===== src/rtl/icpr_pkg.sv =====
// Shared types and constants of the ICMP probe reply classifier.
package icpr_pkg;

  localparam int MAX_PACKET_BYTES_DEF = 2048;

  localparam int RX_BYTE_W   = 8;
  localparam int PKT_LEN_W   = 12;
  localparam int CLASS_W     = 2;
  localparam int CFG_DATA_W  = 16;
  localparam int FIELD16_W   = 16;
  localparam int HDR_LEN_W   = 6;

  localparam int ICMP_HDR_BYTES   = 8;
  localparam int IP_MIN_HDR_BYTES = 20;

  localparam logic [7:0] TYPE_ECHO_REPLY    = 8'd0;
  localparam logic [7:0] TYPE_ECHO          = 8'd8;
  localparam logic [7:0] TYPE_TIME_EXCEEDED = 8'd11;
  localparam logic [7:0] CODE_IN_TRANSIT    = 8'd0;
  localparam logic [7:0] CODE_ECHO          = 8'd0;

  typedef enum logic [CLASS_W-1:0] {
    CLS_IGNORED       = 2'd0,
    CLS_TIME_EXCEEDED = 2'd1,
    CLS_ECHO_REPLY    = 2'd2
  } icpr_class_e;

  typedef enum logic {
    CFG_EXPECTED_ID  = 1'b0,
    CFG_EXPECTED_SEQ = 1'b1
  } icpr_cfg_e;

  typedef struct packed {
    logic [HDR_LEN_W-1:0] outer_len;
    logic [HDR_LEN_W-1:0] inner_len;
    logic                 time_exceeded;
    logic                 echo_reply;
    logic                 inner_echo;
    logic [FIELD16_W-1:0] outer_ident;
    logic [FIELD16_W-1:0] outer_sequence;
    logic [FIELD16_W-1:0] inner_ident;
    logic [FIELD16_W-1:0] inner_sequence;
  } icpr_hdr_t;

endpackage


===== src/rtl/icpr_if.sv =====
// Stream interfaces for packet bytes in and classification results out.
interface icpr_byte_if;
  import icpr_pkg::*;
  logic                 valid;
  logic                 ready;
  logic [RX_BYTE_W-1:0] rx_byte;
  logic                 last_byte;
  modport source (output valid, output rx_byte, output last_byte, input ready);
  modport sink (input valid, input rx_byte, input last_byte, output ready);
endinterface

interface icpr_result_if;
  import icpr_pkg::*;
  logic                 valid;
  logic                 ready;
  logic [CLASS_W-1:0]   reply_class;
  logic [PKT_LEN_W-1:0] packet_length;
  modport source (output valid, output reply_class, output packet_length, input ready);
  modport sink (input valid, input reply_class, input packet_length, output ready);
endinterface


===== src/rtl/icmp_probe_reply_classifier.sv =====
// Top level of the ICMP probe reply classifier.
//
//   channel   dir  handshake     payload
//   in_i      in   valid/ready   rx_byte[7:0], last_byte
//   out_o     out  valid/ready   reply_class[1:0], packet_length[11:0]
//   cfg       in   cfg_we_i      cfg_idx_i (0 expected_id, 1 expected_seq), cfg_data_i[15:0]
//
// One byte is taken per cycle unless the queue is full; a record passes the queue, then the result
// register. The front end captures fields in the cycle a byte is accepted; a two-entry record queue
// feeds the classifier, whose result register pops the queue when empty or when out_o takes a result.
// Reset clears byte count, captured fields, expected id and sequence, and the queue.
// in_i stalls only while the record queue is full.
module icmp_probe_reply_classifier #(
  parameter int MaxPacketBytes = icpr_pkg::MAX_PACKET_BYTES_DEF
) (
  input  logic                            clk_i,
  input  logic                            rst_ni,
  input  logic                            cfg_we_i,
  input  icpr_pkg::icpr_cfg_e             cfg_idx_i,
  input  logic [icpr_pkg::CFG_DATA_W-1:0] cfg_data_i,
  icpr_byte_if.sink                       in_i,
  icpr_result_if.source                   out_o
);
  import icpr_pkg::*;

  localparam int CntW = $clog2(MaxPacketBytes + 1);
  localparam int RecW = CntW + $bits(icpr_hdr_t);

  logic            push, full, head_valid, pop;
  logic [CntW-1:0] push_len, head_len;
  icpr_hdr_t       push_hdr, head_hdr;
  logic [RecW-1:0] head_rec;

  icpr_front #(
    .MaxPacketBytes(MaxPacketBytes),
    .CntW          (CntW)
  ) u_front (
    .clk_i  (clk_i),
    .rst_ni (rst_ni),
    .in_i   (in_i),
    .full_i (full),
    .push_o (push),
    .len_o  (push_len),
    .hdr_o  (push_hdr)
  );

  icpr_fifo #(
    .DataW(RecW)
  ) u_fifo (
    .clk_i   (clk_i),
    .rst_ni  (rst_ni),
    .push_i  (push),
    .data_i  ({push_len, push_hdr}),
    .pop_i   (pop),
    .full_o  (full),
    .valid_o (head_valid),
    .data_o  (head_rec)
  );

  assign head_len = head_rec[RecW-1 -: CntW];
  assign head_hdr = head_rec[$bits(icpr_hdr_t)-1:0];

  icpr_back #(
    .MaxPacketBytes(MaxPacketBytes),
    .CntW          (CntW)
  ) u_back (
    .clk_i      (clk_i),
    .rst_ni     (rst_ni),
    .cfg_we_i   (cfg_we_i),
    .cfg_idx_i  (cfg_idx_i),
    .cfg_data_i (cfg_data_i),
    .valid_i    (head_valid),
    .len_i      (head_len),
    .hdr_i      (head_hdr),
    .pop_o      (pop),
    .out_o      (out_o)
  );

endmodule


===== src/rtl/icpr_front.sv =====
// Byte front end: counts bytes, captures header fields, emits one record per packet.
module icpr_front #(
  parameter int MaxPacketBytes = icpr_pkg::MAX_PACKET_BYTES_DEF,
  parameter int CntW           = $clog2(MaxPacketBytes + 1)
) (
  input  logic                 clk_i,
  input  logic                 rst_ni,
  icpr_byte_if.sink            in_i,
  input  logic                 full_i,
  output logic                 push_o,
  output logic [CntW-1:0]      len_o,
  output icpr_pkg::icpr_hdr_t  hdr_o
);
  import icpr_pkg::*;

  localparam int CmpW = CntW + 2;

  logic [CntW-1:0]      count_q, count_d;
  logic [HDR_LEN_W-1:0] olen_q, olen_d, ilen_q, ilen_d, olen_eff, ilen_eff, nib;
  logic [7:0]           otype_q, otype_d, ocode_q, ocode_d;
  logic [7:0]           itype_q, itype_d, icode_q, icode_d;
  logic [15:0]          oid_q, oid_d, oseq_q, oseq_d, iid_q, iid_d, iseq_q, iseq_d;
  logic [CmpW-1:0]      pos, h, q;
  logic [7:0]           b;
  logic                 accept, room;

  assign in_i.ready = !full_i;
  assign accept     = in_i.valid && in_i.ready;
  assign b          = in_i.rx_byte;
  assign nib        = {b[3:0], 2'b00};
  assign pos        = CmpW'(count_q);
  assign room       = count_q != CntW'(MaxPacketBytes);
  assign olen_eff   = (count_q == '0) ? nib : olen_q;
  assign h          = CmpW'(olen_eff);
  assign ilen_eff   = (pos == h + CmpW'(ICMP_HDR_BYTES)) ? nib : ilen_q;
  assign q          = h + CmpW'(ICMP_HDR_BYTES) + CmpW'(ilen_eff);

  always_comb begin
    count_d = count_q;
    olen_d  = olen_q;
    ilen_d  = ilen_q;
    otype_d = otype_q;
    ocode_d = ocode_q;
    itype_d = itype_q;
    icode_d = icode_q;
    oid_d   = oid_q;
    oseq_d  = oseq_q;
    iid_d   = iid_q;
    iseq_d  = iseq_q;
    push_o  = 1'b0;
    if (accept && room) begin
      count_d = count_q + CntW'(1);
      olen_d  = olen_eff;
      ilen_d  = ilen_eff;
      if (pos == h) otype_d = b;
      if (pos == h + CmpW'(1)) ocode_d = b;
      if (pos == h + CmpW'(4)) oid_d[15:8] = b;
      if (pos == h + CmpW'(5)) oid_d[7:0] = b;
      if (pos == h + CmpW'(6)) oseq_d[15:8] = b;
      if (pos == h + CmpW'(7)) oseq_d[7:0] = b;
      if (pos == q) itype_d = b;
      if (pos == q + CmpW'(1)) icode_d = b;
      if (pos == q + CmpW'(4)) iid_d[15:8] = b;
      if (pos == q + CmpW'(5)) iid_d[7:0] = b;
      if (pos == q + CmpW'(6)) iseq_d[15:8] = b;
      if (pos == q + CmpW'(7)) iseq_d[7:0] = b;
    end
    len_o                = count_d;
    hdr_o.outer_len      = olen_d;
    hdr_o.inner_len      = ilen_d;
    hdr_o.time_exceeded  = (otype_d == TYPE_TIME_EXCEEDED) && (ocode_d == CODE_IN_TRANSIT);
    hdr_o.echo_reply     = otype_d == TYPE_ECHO_REPLY;
    hdr_o.inner_echo     = (itype_d == TYPE_ECHO) && (icode_d == CODE_ECHO);
    hdr_o.outer_ident    = oid_d;
    hdr_o.outer_sequence = oseq_d;
    hdr_o.inner_ident    = iid_d;
    hdr_o.inner_sequence = iseq_d;
    if (accept && in_i.last_byte) begin
      push_o  = 1'b1;
      count_d = '0;
      olen_d  = '0;
      ilen_d  = '0;
      otype_d = '0;
      ocode_d = '0;
      itype_d = '0;
      icode_d = '0;
      oid_d   = '0;
      oseq_d  = '0;
      iid_d   = '0;
      iseq_d  = '0;
    end
  end

  always_ff @(posedge clk_i or negedge rst_ni) begin
    if (!rst_ni) begin
      count_q <= '0;
      olen_q  <= '0;
      ilen_q  <= '0;
      otype_q <= '0;
      ocode_q <= '0;
      itype_q <= '0;
      icode_q <= '0;
      oid_q   <= '0;
      oseq_q  <= '0;
      iid_q   <= '0;
      iseq_q  <= '0;
    end else begin
      count_q <= count_d;
      olen_q  <= olen_d;
      ilen_q  <= ilen_d;
      otype_q <= otype_d;
      ocode_q <= ocode_d;
      itype_q <= itype_d;
      icode_q <= icode_d;
      oid_q   <= oid_d;
      oseq_q  <= oseq_d;
      iid_q   <= iid_d;
      iseq_q  <= iseq_d;
    end
  end

endmodule


===== src/rtl/icpr_fifo.sv =====
// Two-entry record queue between the front end and the classifier.
module icpr_fifo #(
  parameter int DataW = 8
) (
  input  logic             clk_i,
  input  logic             rst_ni,
  input  logic             push_i,
  input  logic [DataW-1:0] data_i,
  input  logic             pop_i,
  output logic             full_o,
  output logic             valid_o,
  output logic [DataW-1:0] data_o
);
  localparam int Depth  = 2;
  localparam int PtrW   = $clog2(Depth);
  localparam int FillW  = $clog2(Depth + 1);

  logic [DataW-1:0] mem_q [Depth];
  logic [PtrW-1:0]  wr_ptr_q, rd_ptr_q;
  logic [FillW-1:0] fill_q;
  logic             do_push, do_pop;

  assign full_o  = fill_q == FillW'(Depth);
  assign valid_o = fill_q != '0;
  assign data_o  = mem_q[rd_ptr_q];
  assign do_push = push_i && !full_o;
  assign do_pop  = pop_i && valid_o;

  always_ff @(posedge clk_i) begin
    if (do_push) begin
      mem_q[wr_ptr_q] <= data_i;
    end
  end

  always_ff @(posedge clk_i or negedge rst_ni) begin
    if (!rst_ni) begin
      wr_ptr_q <= '0;
      rd_ptr_q <= '0;
      fill_q   <= '0;
    end else begin
      if (do_push) wr_ptr_q <= wr_ptr_q + PtrW'(1);
      if (do_pop) rd_ptr_q <= rd_ptr_q + PtrW'(1);
      if (do_push && !do_pop) fill_q <= fill_q + FillW'(1);
      else if (do_pop && !do_push) fill_q <= fill_q - FillW'(1);
    end
  end

endmodule


===== src/rtl/icpr_back.sv =====
// Classifier back end: length rules, match against expected id and sequence, result register.
module icpr_back #(
  parameter int MaxPacketBytes = icpr_pkg::MAX_PACKET_BYTES_DEF,
  parameter int CntW           = $clog2(MaxPacketBytes + 1)
) (
  input  logic                              clk_i,
  input  logic                              rst_ni,
  input  logic                              cfg_we_i,
  input  icpr_pkg::icpr_cfg_e               cfg_idx_i,
  input  logic [icpr_pkg::CFG_DATA_W-1:0]   cfg_data_i,
  input  logic                              valid_i,
  input  logic [CntW-1:0]                   len_i,
  input  icpr_pkg::icpr_hdr_t               hdr_i,
  output logic                              pop_o,
  icpr_result_if.source                     out_o
);
  import icpr_pkg::*;

  localparam int CmpW = CntW + 2;

  logic [FIELD16_W-1:0] exp_id_q, exp_seq_q;
  logic                 out_valid_q;
  icpr_class_e          class_q, class_d;
  logic [PKT_LEN_W-1:0] len_q;
  logic [CmpW-1:0]      n, h, h2;
  logic                 too_short, te_short, inner_ok, outer_ok;

  assign n  = CmpW'(len_i);
  assign h  = CmpW'(hdr_i.outer_len);
  assign h2 = CmpW'(hdr_i.inner_len);

  assign too_short = n < h + CmpW'(ICMP_HDR_BYTES);
  assign te_short  = (n < h + CmpW'(ICMP_HDR_BYTES + IP_MIN_HDR_BYTES)) ||
                     (n < h + h2 + CmpW'(2 * ICMP_HDR_BYTES));
  assign inner_ok  = hdr_i.inner_echo && (hdr_i.inner_ident == exp_id_q) &&
                     (hdr_i.inner_sequence == exp_seq_q);
  assign outer_ok  = (hdr_i.outer_ident == exp_id_q) && (hdr_i.outer_sequence == exp_seq_q);

  always_comb begin
    class_d = CLS_IGNORED;
    priority if (too_short) begin
      class_d = CLS_IGNORED;
    end else if (hdr_i.time_exceeded) begin
      if (!te_short && inner_ok) class_d = CLS_TIME_EXCEEDED;
    end else if (hdr_i.echo_reply && outer_ok) begin
      class_d = CLS_ECHO_REPLY;
    end else begin
      class_d = CLS_IGNORED;
    end
  end

  assign pop_o             = valid_i && (!out_valid_q || out_o.ready);
  assign out_o.valid       = out_valid_q;
  assign out_o.reply_class = class_q;
  assign out_o.packet_length = len_q;

  always_ff @(posedge clk_i or negedge rst_ni) begin
    if (!rst_ni) begin
      exp_id_q  <= '0;
      exp_seq_q <= '0;
    end else if (cfg_we_i) begin
      unique case (cfg_idx_i)
        CFG_EXPECTED_ID:  exp_id_q  <= cfg_data_i;
        CFG_EXPECTED_SEQ: exp_seq_q <= cfg_data_i;
        default: ;
      endcase
    end
  end

  always_ff @(posedge clk_i or negedge rst_ni) begin
    if (!rst_ni) begin
      out_valid_q <= 1'b0;
    end else if (pop_o) begin
      out_valid_q <= 1'b1;
    end else if (out_o.ready) begin
      out_valid_q <= 1'b0;
    end
  end

  always_ff @(posedge clk_i) begin
    if (pop_o) begin
      class_q <= class_d;
      len_q   <= PKT_LEN_W'(len_i);
    end
  end

endmodule

===== src/flat_wrapper.sv =====
// flat-port wrapper written by rule: the top's interface ports become plain ports
module icmp_probe_reply_classifier_flat import icpr_pkg::*;
#(
  parameter int MaxPacketBytes = icpr_pkg::MAX_PACKET_BYTES_DEF
)
  (clk_i, rst_ni, cfg_we_i, cfg_idx_i, cfg_data_i, in_i_valid, in_i_rx_byte, in_i_last_byte, in_i_ready, out_o_valid, out_o_reply_class, out_o_packet_length, out_o_ready);
  icpr_byte_if in_i_i ();
  icpr_result_if out_o_i ();
  input  logic clk_i;
  input  logic rst_ni;
  input  logic cfg_we_i;
  input  icpr_pkg::icpr_cfg_e cfg_idx_i;
  input  logic [icpr_pkg::CFG_DATA_W-1:0] cfg_data_i;
  input wire logic [$bits(in_i_i.valid)-1:0] in_i_valid;
  input wire logic [$bits(in_i_i.rx_byte)-1:0] in_i_rx_byte;
  input wire logic [$bits(in_i_i.last_byte)-1:0] in_i_last_byte;
  output wire logic [$bits(in_i_i.ready)-1:0] in_i_ready;
  output wire logic [$bits(out_o_i.valid)-1:0] out_o_valid;
  output wire logic [$bits(out_o_i.reply_class)-1:0] out_o_reply_class;
  output wire logic [$bits(out_o_i.packet_length)-1:0] out_o_packet_length;
  input wire logic [$bits(out_o_i.ready)-1:0] out_o_ready;
  assign in_i_i.valid = in_i_valid;
  assign in_i_i.rx_byte = in_i_rx_byte;
  assign in_i_i.last_byte = in_i_last_byte;
  assign in_i_ready = in_i_i.ready;
  assign out_o_valid = out_o_i.valid;
  assign out_o_reply_class = out_o_i.reply_class;
  assign out_o_packet_length = out_o_i.packet_length;
  assign out_o_i.ready = out_o_ready;
  icmp_probe_reply_classifier #(.MaxPacketBytes(MaxPacketBytes)) u_core (.clk_i(clk_i), .rst_ni(rst_ni), .cfg_we_i(cfg_we_i), .cfg_idx_i(cfg_idx_i), .cfg_data_i(cfg_data_i), .in_i(in_i_i), .out_o(out_o_i));
endmodule

===== config.mk =====
export PLATFORM = sky130hd
export DESIGN_NAME = icmp_probe_reply_classifier_flat
export DESIGN_NICKNAME = d
export VERILOG_FILES = /design/src/rtl/icpr_pkg.sv /design/src/rtl/icpr_if.sv /design/src/rtl/icmp_probe_reply_classifier.sv /design/src/rtl/icpr_front.sv /design/src/rtl/icpr_fifo.sv /design/src/rtl/icpr_back.sv /design/src/flat_wrapper.sv
export SDC_FILE = /design/constraint.sdc
export NUM_CORES = 1
export LEC_CHECK = 0
export BUFFER_PORTS_ARGS = -buffer_cell sky130_fd_sc_hd__buf_2
export CAP_MARGIN = 20
export CORE_ASPECT_RATIO = 0.7
export CORE_MARGIN = 4
export CORE_UTILIZATION = 55
export CTS_CLUSTER_SIZE = 10
export DETAILED_ROUTE_END_ITERATION = 8
export PLACE_DENSITY = 0.72
export SYNTH_ARGS = -nofsm -noshare
export SYNTH_HDL_FRONTEND = slang
export SYNTH_SLANG_ARGS = --single-unit

===== constraint.sdc =====
create_clock -name clk_i -period 10.4 [get_ports clk_i]
set_input_delay 1.04 -clock clk_i [delete_from_list [all_inputs] [get_ports clk_i]]
set_output_delay 1.04 -clock clk_i [all_outputs]
set_load 0.03 [all_outputs]

[After elaboration in Yosys (flattened, before gate mapping)]
Memories as Yosys holds them, arrays and structs flattened.
Index checks and enable logic that the tools add are counted.
Word-level totals
  memory bits (writable): 182
  bits of input ports: 31
  memories: 1
  output and inout port bits: 16
  register bits: 171
Cells by class
  $lt $le $gt $ge: 3
  reduce and logical (&&, ||, !) cells: 31
  $add $sub $neg: 21
  bitwise gates (word level): 1
  equality and inequality tests: 21
  multiplexer cells: 46
Memories
  u_core.u_fifo.mem_q: words 2, width 91, read ports 1, clocked after Yosys merged registers in 0, wr ports 1, line icpr_fifo.sv:18  | logic [DataW-1:0] mem_q [Depth];
Operators with widths (number)
  8-bit two-way mux: 20
  16-bit two-way mux: 8
  16-bit == test: 4
  12-bit by 7-bit == test with 1-bit output: 5
  12-bit by 9-bit == test with 1-bit output: 5
  8-bit by 3-bit adder with 9-bit output, second input constant: 4
  6-bit two-way mux: 6
  6-bit by 3-bit adder with 7-bit output, second input constant: 4
  8-bit zero test: 3
  12-bit two-way mux: 2
  8-bit by 4-bit == test with 1-bit output, second input constant: 2
  1-bit logical AND: 15
  6-bit by 4-bit adder with 7-bit output, second input constant: 2
  12-bit by 14-bit == test with 1-bit output: 1
  12-bit by 14-bit less-than comparator with 1-bit output: 1
  12-bit by 1-bit adder with 12-bit output, second input constant: 1
  12-bit by 6-bit == test with 1-bit output: 1
  12-bit by 8-bit == test with 1-bit output: 1
  12-bit zero test: 1
  12-bit by 7-bit less-than comparator with 1-bit output: 1
  12-bit by 8-bit less-than comparator with 1-bit output: 1
  12-bit != test, second input constant: 1
  8-bit by 1-bit adder with 9-bit output, second input constant: 1
  7-bit by 5-bit adder with 8-bit output, second input constant: 1
  15 further kinds: 32

[Logic depth before layout (Yosys ltp)]
  depth in word-level cells: 12
  gate-level depth with buffers: 30
  mapped depth without buffers: 24

[Hierarchy]
A second synthesis with hierarchy kept.
Unflattened totals
  cell total of the unflattened synthesis: 1439
  area, all modules: 18482.7 sq um
By module, submodules not included
  icpr_front: instances 1, sequential area each 3002.9 sq um, cells each 863, area each 8150.3 sq um
  icpr_fifo: instances 1, sequential area each 5565.3 sq um, cells each 302, area each 7164.4 sq um
  icpr_back: instances 1, sequential area each 1246.2 sq um, cells each 274, area each 3168.0 sq um

[Worst setup path before layout]
No wires, ideal clock.
  path type: reg-to-reg
  start: register u_core.u_front.count_q[1]
  end: memory u_core.u_fifo.mem_q[0][22] (netlist name), data pin
  cell stages (with the launch flop): 28
  setup slack: 3.216 ns
  arrival: 6.918 ns
  path buffers: 5
  required time: 10.134 ns
  cell sequence: dfrtp_1 -> clkbuf_1 -> inv_1 -> ha_1 -> or3b_2 -> buf_2 -> nor4_1 -> nor2_1 -> inv_1 -> ha_1 -> xor2_1 -> nor3_1 -> nand2_1 -> or3_1 -> nor3_1 -> mux2_2 -> ha_1 -> clkbuf_1 -> o21ai_0 -> o21ai_0 -> o221ai_1 -> a32oi_1 -> nand2_1 -> o32a_1 -> or4_1 -> buf_2 -> buf_2 -> mux2_1
RTL lines
  start: declaration: line icpr_front.sv:18  | logic [CntW-1:0] count_q, count_d;
  start signal: assignment: line icpr_front.sv:108  | count_q <= count_d;
  end: declaration: line icpr_fifo.sv:18

==> run metrics <==
Crit Path Max Fanout 16; Final Wtd Congestion 0.958; post-layout min period 8180 ps; share of the synthesized area in the top cell type 32.7%; row cnt 55; Via Count 11,544; Pwr Density 295 nW/um^2; GRT Total Usage 25.3%; post-DR wirelength/cell 23.8 um; share of cells above drive strength 1 17.2%; Worst-Margin Slew 1120 ps; ys async rst share 44.5%; status finished, final reports clean; Leak 0.00859 uW; CTS tree yes; full die area 35,700 sq um; TritonCTS Buffers 41; worst clock skew 11.4 ps; initial antenna violation count 1; die width 224 um; Distinct cells, synth 76; Post-synth EDFFs 196; R2R Setup Slk 2220 ps; Clock Tree Buf Depth 3; placed cell area 18,600 sq um; Synth area leaders edfxtp_1 (33%), dfrtp_1 (22%), mux2i_1 (8.7%); fin area 19,900 sq um; first-pass GRT wire length 69,300 um; drt total wl 45,600 um; Remaining Overflow, GRT 0; synthesis-to-layout area growth 10.5%; most numerous cell in the Yosys netlist edfxtp_1; worst hold slack 418 ps; peak supply drop 172 uV; Critical path origin u_core.u_front.count_q[1]; most frequent cells after synthesis edfxtp_1 (196), dfrtp_1 (157), mux2i_1 (157); DR iter-0 viols 1,212; Vias/cell 6.03; largest net degree at the start of global routing 101; ANT nets after route 0; YS warnings 0; net count after synthesis 1,512; final hold vios 0; setup_tns 0 ps; slew margin rel. 24.5%; post-synthesis cell area 18,000 sq um; fin nets 1,546; CP endpoint u_core.u_fifo.mem_q[1][23]; root buffer cell clkbuf_16; die span in y 159 um; # setup viols final 0; Setup Buffers After CTS 0; Crit. End Element flip-flop; post-CTS sizing 0; Synth Register Bits 353; Remaining DRCs 0; clock slew at reported path FFs 60 ps; CP Data Arrival Time 8450 ps; area leader, netlist edfxtp_1; TritonRoute pass-1 iters 5; element type at the critical path start flip-flop; reg2reg end u_core.u_fifo.mem_q[1][23]; Max Cap Viol 0; IO Pins 47; fmax 122 MHz; number of global-route vias before repair 11,390; Setup Crit Path Kind flip-flop to flip-flop; R2R depth 22; CORE AREA 32,300 sq um; Mean Syn Cell Area 12.7 sq um; initial core utilization 55.7%; # clock sinks 353; CTS Hold Buffers Added 0; Hold/Removal Path Class primary input to asynchronous set/reset pin; Tcrit/Tclk final 78.6%; sequential area share after synthesis 54.5%; I/O Buffers 46; Cells after Synth 1,420; fin. max-slew vios 0; H-Tree Depth 2; RSZ-0062 raised after global routing false; Skew-Pair Late Insertion Delay 540 ps; DP HPWL 30,600 um; Worst EP required 10,670 ps; main flop type after synthesis edfxtp_1; worst r2r src u_core.u_front.count_q[1]
sequential cells by signal (all words and copies together), names as in the netlist, 2 cells and up:
register	count
u_core.u_front.ocode_q	8
u_core.u_front.icode_q	8
u_core.u_fifo.mem_q	182
u_core.u_front.olen_q	6
u_core.u_front.itype_q	8
u_core.u_front.count_q	12
u_core.u_fifo.fill_q	2
u_core.u_front.iseq_q	16
u_core.u_front.oid_q	16
u_core.u_back.exp_seq_q	16
u_core.u_back.out_o.reply_class	2
u_core.u_front.oseq_q	16
u_core.u_back.out_o.packet_length	12
u_core.u_back.exp_id_q	16
u_core.u_front.otype_q	8
u_core.u_front.iid_q	16
u_core.u_front.ilen_q	6
critical path, stage by stage, from the launching register on:
cell	delay [ps]
dfrtp_1	550
inv_1	190
ha_1	170
or3b_2	600
o31a_1	330
nor2_1	250
inv_1	110
ha_1	350
xor2_1	170
nor3_1	140
nand2_1	60
or3_1	350
nor3_1	600
mux2_2	410
ha_1	450
inv_1	110
a311oi_1	320
o221ai_1	490
a32oi_1	410
nand2_1	150
o32a_1	340
or4_1	870
mux2_1	480
per-layer routing:
layer / global-route usage (%) / vias up / part of all wire, %
met1: 40.5 / 5856 / 49
met2: 34.4 / 402 / 41
met5: 0 / - / 0
met3: 7.02 / 67 / 8.5
li1: - / 5219 / -
met4: 5.48 / 0 / 1.7
cells by family after synthesis:
logic type | count (synthesis) | share of synthesized area [%]
compound gates | 129 | 5.26
xor+xnor | 119 | 5.91
fa+ha+maj | 61 | 4.33
buf+inv | 116 | 2.65
flops | 353 | 54.5
mux | 283 | 16.8
simple gates | 359 | 10.5
worst min path at each step:
| stage | startpoint | to | slack (ps) | cells past startpoint |
|---|---|---|---|---|
| after floorplan | u_core.u_fifo.wr_ptr_q | u_core.u_fifo.wr_ptr_q | 460 | 1 |
| after global placement | u_core.u_back.out_o.valid | u_core.u_back.out_o.valid | 470 | 2 |
| after detailed placement | u_core.u_back.out_o.valid | u_core.u_back.out_o.valid | 490 | 2 |
| after CTS | u_core.u_back.out_o.valid | u_core.u_back.out_o.valid | 500 | 2 |
| after global routing | rst_ni | u_core.u_fifo.fill_q[1] | 440 | 1 |
| final | rst_ni | u_core.u_fifo.fill_q[1] | 420 | 1 |
where the power goes:
| group | internal [uW] | switching, uW | leakage, uW |
|---|---|---|---|
| combinational | 1010 | 1530 | 0.00406 |
| clock | 783 | 552 | 0.000583 |
| sequential | 1800 | 197 | 0.00395 |
| total | 3590 | 2280 | 0.00859 |
layout make-up:
cell class | instances | area (sq um)
Multi-Input combinational cell | 951 | 7740
Clock buffer | 71 | 1160
Antenna cell | 1 | 2.50
Clock inverter | 4 | 72.6
Tap cell | 427 | 534
Inverter | 43 | 161
Timing Repair Buffer | 64 | 392
Fill cell | 2487 | 12400
Sequential cell | 353 | 9820
per-stage QoR:
step / instances / total power [uW] / utilization (%) / worst slack (ps)
final: 1914 / 5870 / 61.6 / 2220
after CTS: 1911 / 5850 / 61.5 / 2340
after detailed placement: 1836 / 4500 / 57.7 / 2360
after global routing: 1914 / 6210 / 61.6 / 1590
after global placement: 1836 / 4450 / 57.7 / 2540
after floorplan: 1420 / 3840 / - / 3220
cells in the final DEF (no fill, tap or decap), types with 5 or more instances in the layout:
cell type / count
o21a_1: 6
nor2b_1: 10
nand2b_1: 7
mux2i_1: 157
mux2_4: 8
buf_2: 45
dfrtp_1: 156
nor3_1: 13
clkbuf_1: 29
nand3_1: 20
o21ai_0: 25
a21o_1: 6
clkbuf_16: 42
mux2_2: 114
ha_1: 59
o211ai_1: 5
xor2_1: 54
a21oi_1: 25
and3_1: 11
a31oi_1: 8
inv_1: 41
edfxtp_1: 196
or4_1: 6
buf_4: 17
nor4_1: 21
nand4_1: 21
a211oi_1: 8
and2_1: 45
nor2_1: 64
a211o_1: 5
nand2_1: 106
xnor2_1: 63
(Power assumes the default switching activity.)
